### src/design/tss_pkg.sv
// shared types and constants for the touch sample sequencer
`default_nettype none

package tss_pkg;

  localparam int unsigned ADC_BITS_DEF = 12;
  localparam int unsigned SUM_HEADROOM = 3;
  localparam int unsigned CNT_W        = 4;
  localparam int unsigned CFG_ADDR_W   = 2;
  localparam int unsigned CFG_DATA_W   = 4;

  localparam logic [CFG_ADDR_W-1:0] REG_X_AVG_LOG2     = 2'd0;
  localparam logic [CFG_ADDR_W-1:0] REG_Y_AVG_LOG2     = 2'd1;
  localparam logic [CFG_ADDR_W-1:0] REG_KEY_OPEN_DELAY = 2'd2;

  localparam logic [1:0] X_AVG_LOG2_RST     = 2'd2;
  localparam logic [1:0] Y_AVG_LOG2_RST     = 2'd1;
  localparam logic [3:0] KEY_OPEN_DELAY_RST = 4'd6;

  typedef enum logic [1:0] {
    CMD_PEN_EDGE = 2'd0,
    CMD_TICK     = 2'd1,
    CMD_RESULT   = 2'd2
  } cmd_e;

  typedef enum logic [1:0] {
    PH_IDLE = 2'd0,
    PH_X    = 2'd1,
    PH_Y    = 2'd2
  } phase_e;

  typedef enum logic [1:0] {
    MODE_NONE    = 2'd0,
    MODE_IDLE    = 2'd1,
    MODE_DRIVE_X = 2'd2,
    MODE_DRIVE_Y = 2'd3
  } panel_mode_e;

  typedef struct packed {
    logic [1:0] x_avg_log2;
    logic [1:0] y_avg_log2;
    logic [3:0] key_open_delay;
  } cfg_t;

  typedef struct packed {
    panel_mode_e panel_mode;
    logic        adc_start;
    logic        adc_channel_y;
    logic        report_valid;
    logic        pen_up;
    logic        pen_irq_enable;
    logic        key_irq_enable;
    logic        timer_running;
    logic        sleep_allowed;
  } step_flags_t;

endpackage

`default_nettype wire

### src/design/tss_step.sv
// sequencer state and the combinational step logic for one event
`default_nettype none

module tss_step
  import tss_pkg::*;
#(
  parameter int unsigned AdcBits = ADC_BITS_DEF
) (
  input  wire logic               clk_i,
  input  wire logic               rst_ni,
  input  wire logic               adv_i,
  input  wire logic [1:0]         cmd_i,
  input  wire logic [AdcBits-1:0] sample_i,
  input  wire logic               busy_i,
  input  wire logic               pen_low_i,
  input  wire cfg_t               cfg_i,
  output step_flags_t             flags_o,
  output logic [AdcBits-1:0]      x_pos_o,
  output logic [AdcBits-1:0]      y_pos_o
);

  localparam int unsigned SumW = AdcBits + SUM_HEADROOM;

  phase_e             phase_q, phase_d;
  logic               pressed_q, pressed_d;
  logic [CNT_W-1:0]   kcnt_q, kcnt_d;
  logic               kopen_q, kopen_d;
  logic [SumW-1:0]    sum_x_q, sum_x_d, sum_y_q, sum_y_d;
  logic [CNT_W-1:0]   cnt_x_q, cnt_x_d, cnt_y_q, cnt_y_d;
  logic [AdcBits-1:0] x_q, x_d, y_q, y_d;
  logic               pen_up_q, pen_up_d;
  logic               pen_irq_q, pen_irq_d, key_irq_q, key_irq_d;
  logic               tmr_q, tmr_d, slp_q, slp_d;

  panel_mode_e        mode;
  logic               start, chy, rep, run_tick;
  logic [CNT_W-1:0]   thr_x, thr_y;

  assign thr_x = CNT_W'(1) << cfg_i.x_avg_log2;
  assign thr_y = CNT_W'(1) << cfg_i.y_avg_log2;

  always_comb begin
    phase_d   = phase_q;
    pressed_d = pressed_q;
    kcnt_d    = kcnt_q;
    kopen_d   = kopen_q;
    sum_x_d   = sum_x_q;
    sum_y_d   = sum_y_q;
    cnt_x_d   = cnt_x_q;
    cnt_y_d   = cnt_y_q;
    x_d       = x_q;
    y_d       = y_q;
    pen_up_d  = pen_up_q;
    pen_irq_d = pen_irq_q;
    key_irq_d = key_irq_q;
    tmr_d     = tmr_q;
    slp_d     = slp_q;
    mode      = MODE_NONE;
    start     = 1'b0;
    chy       = 1'b0;
    rep       = 1'b0;
    run_tick  = 1'b0;

    case (cmd_e'(cmd_i))
      CMD_PEN_EDGE: begin
        slp_d     = 1'b0;
        pen_irq_d = 1'b0;
        key_irq_d = 1'b0;
        pressed_d = 1'b1;
        kcnt_d    = '0;
        kopen_d   = 1'b0;
        // a fresh press also runs the tick actions and starts the timer
        if (!pressed_q) begin
          run_tick = 1'b1;
          tmr_d    = 1'b1;
        end
      end
      CMD_TICK: run_tick = 1'b1;
      CMD_RESULT: begin
        case (phase_q)
          PH_X: begin
            sum_x_d = sum_x_q + SumW'(sample_i);
            cnt_x_d = cnt_x_q + CNT_W'(1);
            start   = 1'b1;
            if (cnt_x_d >= thr_x) begin
              x_d     = AdcBits'(sum_x_d >> cfg_i.x_avg_log2);
              sum_x_d = '0;
              cnt_x_d = '0;
              phase_d = PH_Y;
              mode    = MODE_DRIVE_Y;
              chy     = 1'b1;
            end
          end
          PH_Y: begin
            sum_y_d = sum_y_q + SumW'(sample_i);
            cnt_y_d = cnt_y_q + CNT_W'(1);
            if (cnt_y_d < thr_y) begin
              start = 1'b1;
              chy   = 1'b1;
            end else begin
              y_d     = AdcBits'(sum_y_d >> cfg_i.y_avg_log2);
              sum_y_d = '0;
              cnt_y_d = '0;
              mode    = MODE_IDLE;
              rep     = 1'b1;
              phase_d = PH_IDLE;
              pen_up_d = !pen_low_i;
              // pen lifted: re-arm the interrupts and leave the pressed state
              if (!pen_low_i) begin
                pressed_d = 1'b0;
                pen_irq_d = 1'b1;
                key_irq_d = 1'b1;
              end
            end
          end
          default: ;
        endcase
      end
      default: ;
    endcase

    if (run_tick) begin
      if (!pressed_d) begin
        tmr_d = 1'b0;
        slp_d = 1'b1;
      end else begin
        if (!kopen_d) begin
          if (kcnt_d < cfg_i.key_open_delay) begin
            kcnt_d = kcnt_d + CNT_W'(1);
          end else begin
            key_irq_d = 1'b1;
            kopen_d   = 1'b1;
          end
        end
        if (phase_d == PH_IDLE && !busy_i) begin
          phase_d = PH_X;
          mode    = MODE_DRIVE_X;
          start   = 1'b1;
          chy     = 1'b0;
        end
      end
    end
  end

  always_ff @(posedge clk_i or negedge rst_ni) begin
    if (!rst_ni) begin
      phase_q   <= PH_IDLE;
      pressed_q <= 1'b0;
      kcnt_q    <= '0;
      kopen_q   <= 1'b1;
      sum_x_q   <= '0;
      sum_y_q   <= '0;
      cnt_x_q   <= '0;
      cnt_y_q   <= '0;
      x_q       <= '0;
      y_q       <= '0;
      pen_up_q  <= 1'b1;
      pen_irq_q <= 1'b1;
      key_irq_q <= 1'b1;
      tmr_q     <= 1'b0;
      slp_q     <= 1'b1;
    end else if (adv_i) begin
      phase_q   <= phase_d;
      pressed_q <= pressed_d;
      kcnt_q    <= kcnt_d;
      kopen_q   <= kopen_d;
      sum_x_q   <= sum_x_d;
      sum_y_q   <= sum_y_d;
      cnt_x_q   <= cnt_x_d;
      cnt_y_q   <= cnt_y_d;
      x_q       <= x_d;
      y_q       <= y_d;
      pen_up_q  <= pen_up_d;
      pen_irq_q <= pen_irq_d;
      key_irq_q <= key_irq_d;
      tmr_q     <= tmr_d;
      slp_q     <= slp_d;
    end
  end

  always_comb begin
    flags_o.panel_mode     = mode;
    flags_o.adc_start      = start;
    flags_o.adc_channel_y  = chy;
    flags_o.report_valid   = rep;
    flags_o.pen_up         = pen_up_d;
    flags_o.pen_irq_enable = pen_irq_d;
    flags_o.key_irq_enable = key_irq_d;
    flags_o.timer_running  = tmr_d;
    flags_o.sleep_allowed  = slp_d;
  end

  assign x_pos_o = x_d;
  assign y_pos_o = y_d;

endmodule

`default_nettype wire

### config.mk
export PLATFORM = sky130hd
export DESIGN_NAME = tss_step
export DESIGN_NICKNAME = d
export VERILOG_FILES = /design/src/design/tss_pkg.sv /design/src/design/tss_step.sv
export SDC_FILE = /design/constraint.sdc
export NUM_CORES = 1
export LEC_CHECK = 0
export ABC_AREA = 1
export BUFFER_PORTS_ARGS = -buffer_cell sky130_fd_sc_hd__buf_2
export CORE_MARGIN = 5
export CORE_UTILIZATION = 45
export CTS_BUF_LIST = sky130_fd_sc_hd__clkbuf_8
export DETAILED_ROUTE_END_ITERATION = 10
export PLACE_DENSITY_LB_ADDON = 0.08
export RECOVER_POWER = 50
export SYNTH_ARGS = -nofsm -noshare
export SYNTH_HDL_FRONTEND = slang
export SYNTH_SLANG_ARGS = --single-unit
### constraint.sdc
create_clock -name clk_i -period 4.7 [get_ports clk_i]
set_input_delay 1.175 -clock clk_i [delete_from_list [all_inputs] [get_ports clk_i]]
set_output_delay 1.175 -clock clk_i [all_outputs]
set_load 0.01 [all_outputs]
==> impl_metrics.yaml <==
status:
  status: "complete, but fails checks"
  violations: "max-capacitance violations, max-slew violations"
critical_path:
  cp_slowest_cell: "fa_1"
  path_cells: "buf_2, ha_1, fa_1, nand3_1, nand3_1, xnor2_1, o21ai_0, nand2_1, a21boi_0, buf_2"
  startpoint_type: "input port"
  cp.arrival_ns: 3.29
  critPathKind: "input port to primary output"
  worstPathRequired_ns: 3.52
  crit_family: "adder cells"
  cp_slowest_stage_delay_ns: 0.43
  reg2reg_to: "sum_x_q[4]"
  r2r_setup_slack_ns: 1.75
  crit_start: "sample_i[0]"
  r2r_start: "cnt_x_q[0]"
  worstPathMaxFanout: 3
  cp-end-kind: "primary output"
  reg2reg_depth: 10
  critical_path_buf_inv_count: 2
power_and_ir_drop:
  p_per_area_nw_per_um2: 564
  p_leak_nw: 3.92
  vdd_drop_max_v: 0.000291
  report.power.total_mw: 3.89
place:
  dp_hpwl_um: 12900
  placedCellCount: 1178
  placed_area_um2: 6710
  place_ws_ns: 0.172
  place_congestion: 0.892
  port_buffers: 60
job:
  max-cap-violations: 1
die:
  die_area_um2: 16400
  start_util_pct: 45.5
  num_rows: 43
  num_io_pins: 61
  die_y_um: 128
  die_x_um: 128
  fp.coreArea_um2: 13800
logic_synthesis:
  syn-num-nets: 1025
  ys.flop_type: "dfrtp_1"
  async_flop_share_pct: 100
  yosysWarnings: 0
  ys_seq_area_share_pct: 30.1
  synth-edff-count: 0
  synth-seq-cells: 75
  syn_inst: 957
  avgSynthCellArea_um2: 6.55
  synth.distinct_cells: 48
  netlist_area_um2: 6260
cells_and_area:
  mostFrequentLayoutCells: "nand2_1 (307), inv_1 (152), nand3_1 (119)"
  ff_latch_area_um2: 1880
  nets: 1077
  syn_to_final_growth_pct: 10.1
  fin_util_pct: 50.1
  multi_input_area_um2: 3610
  final_common_cell: "nand2_1"
  diodes: 0
  drive_above_1_share_pct: 12.1
  nFillCells: 1510
  layout.cells.non_filler: 1194
  final_area_um2: 6900
global_route:
  grt_pass1_wl_um: 27700
  antenna_found_initial: 0
  grt_max_degree: 76
  grt_pass1_vias: 5446
  track_usage_pct: 21.2
  gr-total-overflow: 0
cts:
  cts-htree-levels: 3
  cts_root_buffer: "clkbuf_8"
  cts-hold-fix-buffers: 0
  postCtsSetupBuffers: 0
  clock_path_buffers: 2
  cts_made_buffers: 9
  cts_tree: "yes"
  clkTransAtPathRegs_ns: 0.09
  clk_latency_ns: 0.37
  clkSinkCount: 75
timing:
  final.setup_skew_ns: 0.00862
  setup_tns_ns: 0
  worstMarginPinSlew_ns: 2.02
  setup_slack_ns: 0.237
  hold_viol: 0
  period_minus_slack_ns: 4.46
  rsz0062_at_grt: "false"
  drv_slew: 76
  min_period_over_period_pct: 95.0
  final-setup-viol-count: 0
  slew_headroom_pct: -35.0
  whs_ns: 0.470
  max_freq_mhz: 224
min_path:
  worstHoldStart: "key_irq_q"
  worstHoldEndpoint: "key_irq_q"
  hold_depth: 2
  hold_path_class: "register to register"
route:
  vias: 5979
  vias_per_cell: 5.01
  wire_per_inst_um: 14.0
  drc: 0
  drt_iter0_markers: 503
  wl_um: 16700
  antenna_left: 0
  drt_first_pass_iters: 5
synthesized netlist by cell type (2+ instances only):
library cell  number  area share (%)
a32o_1             3            0.48
o22ai_1           12             1.2
o21ai_1            4            0.32
nor2_1            46             2.8
o211ai_1           2            0.24
a31oi_1            2            0.20
a21oi_1           26             2.1
o21bai_1           2            0.24
nor2_4             3            0.54
fa_1               2            0.64
dfstp_2            5             2.1
clkbuf_1          12            0.72
buf_6              2            0.36
buf_1              3            0.18
nor2_2             2            0.20
a21boi_0           6            0.72
o21ai_0           47             3.8
nand3b_1           2            0.24
nand3_1          119             9.5
nor3_1             2            0.16
ha_1              39             7.8
nand2_1          305              18
buf_2              4            0.32
nand4_1           11             1.1
inv_2              5            0.30
nand2_2            4            0.40
inv_1            152             9.1
and2_1            14             1.4
xnor2_1            4            0.56
buf_4              9             1.1
or2_2             12             1.2
xor2_1             7            0.98
a22o_1             5            0.70
dfrtp_1           70              28
worst register-to-register path, cell delays in order, from the launching register on:
cell	delay (ns)
dfrtp_1	0.44
nand3_1	0.10
xor2_1	0.20
inv_1	0.08
ha_1	0.32
a21oi_1	0.21
nand3_1	0.13
nor4_2	0.14
clkbuf_1	0.49
clkinv_1	0.47
o22ai_1	0.27
kinds of logic (layout without fill, tap and decap cells):
logic type / after synthesis / count (layout) / share of synthesized area, %
compound gates: 112 / 112 / 10.4
simple gates: 528 / 528 / 37.2
xor+xnor: 11 / 11 / 1.54
mux: 1 / 1 / 0.160
flops: 75 / 75 / 30.1
fa+ha+maj: 41 / 41 / 8.43
buf+inv: 189 / 246 / 12.2
where the power goes:
part / switching [mW] / total [mW] / internal (mW)
clock: 0.287 / 0.536 / 0.249
combinational: 1.43 / 2.29 / 0.860
sequential: 0.159 / 1.06 / 0.901
routing by layer:
layer,vias to the layer above,share of wire (%),global-route usage (%)
met2,128,41,30.0
met1,2675,51,32.7
met3,19,5.4,3.50
li1,3157,-,-
met4,0,2.1,7.18
met5,-,0,0
worst max path at each step:
stage               depth (start not counted)  slack [ns]    endpoint
global route                               17        0.04  x_pos_o[1]
finish                                     10        0.24  x_pos_o[2]
detailed placement                         16        0.17  x_pos_o[6]
floorplan                                  13        0.56  x_pos_o[2]
global placement                           16        0.22  x_pos_o[4]
CTS                                        16        0.17  x_pos_o[6]
flip-flops by register name, summed over array words and instances, names as in the netlist:
signal	cells
pressed_q	1
phase_q	2
cnt_x_q	4
kopen_q	1
cnt_y_q	4
pen_irq_q	1
y_q	12
kcnt_q	4
key_irq_q	1
x_q	12
sum_y_q	15
slp_q	1
tmr_q	1
pen_up_q	1
sum_x_q	15
repair_timing:
action / 4_1_cts / 5_1_grt
hold endpoints to repair: 0 / 0
setup endpoints to repair: 0 / 12
resized for setup: 0 / 4
area by class of cell:
cell class                 instances  share of cell area, %
multi-input combinational        693                   52.3
sequential                        75                   27.3
inverter                         159                   8.72
timing repair buffer              71                   5.48
tap                              180                   3.26
clock buffer                       9                   1.80
clock inverter                     7                   1.12
No activity file was read; power rests on OpenSTA's default activity.
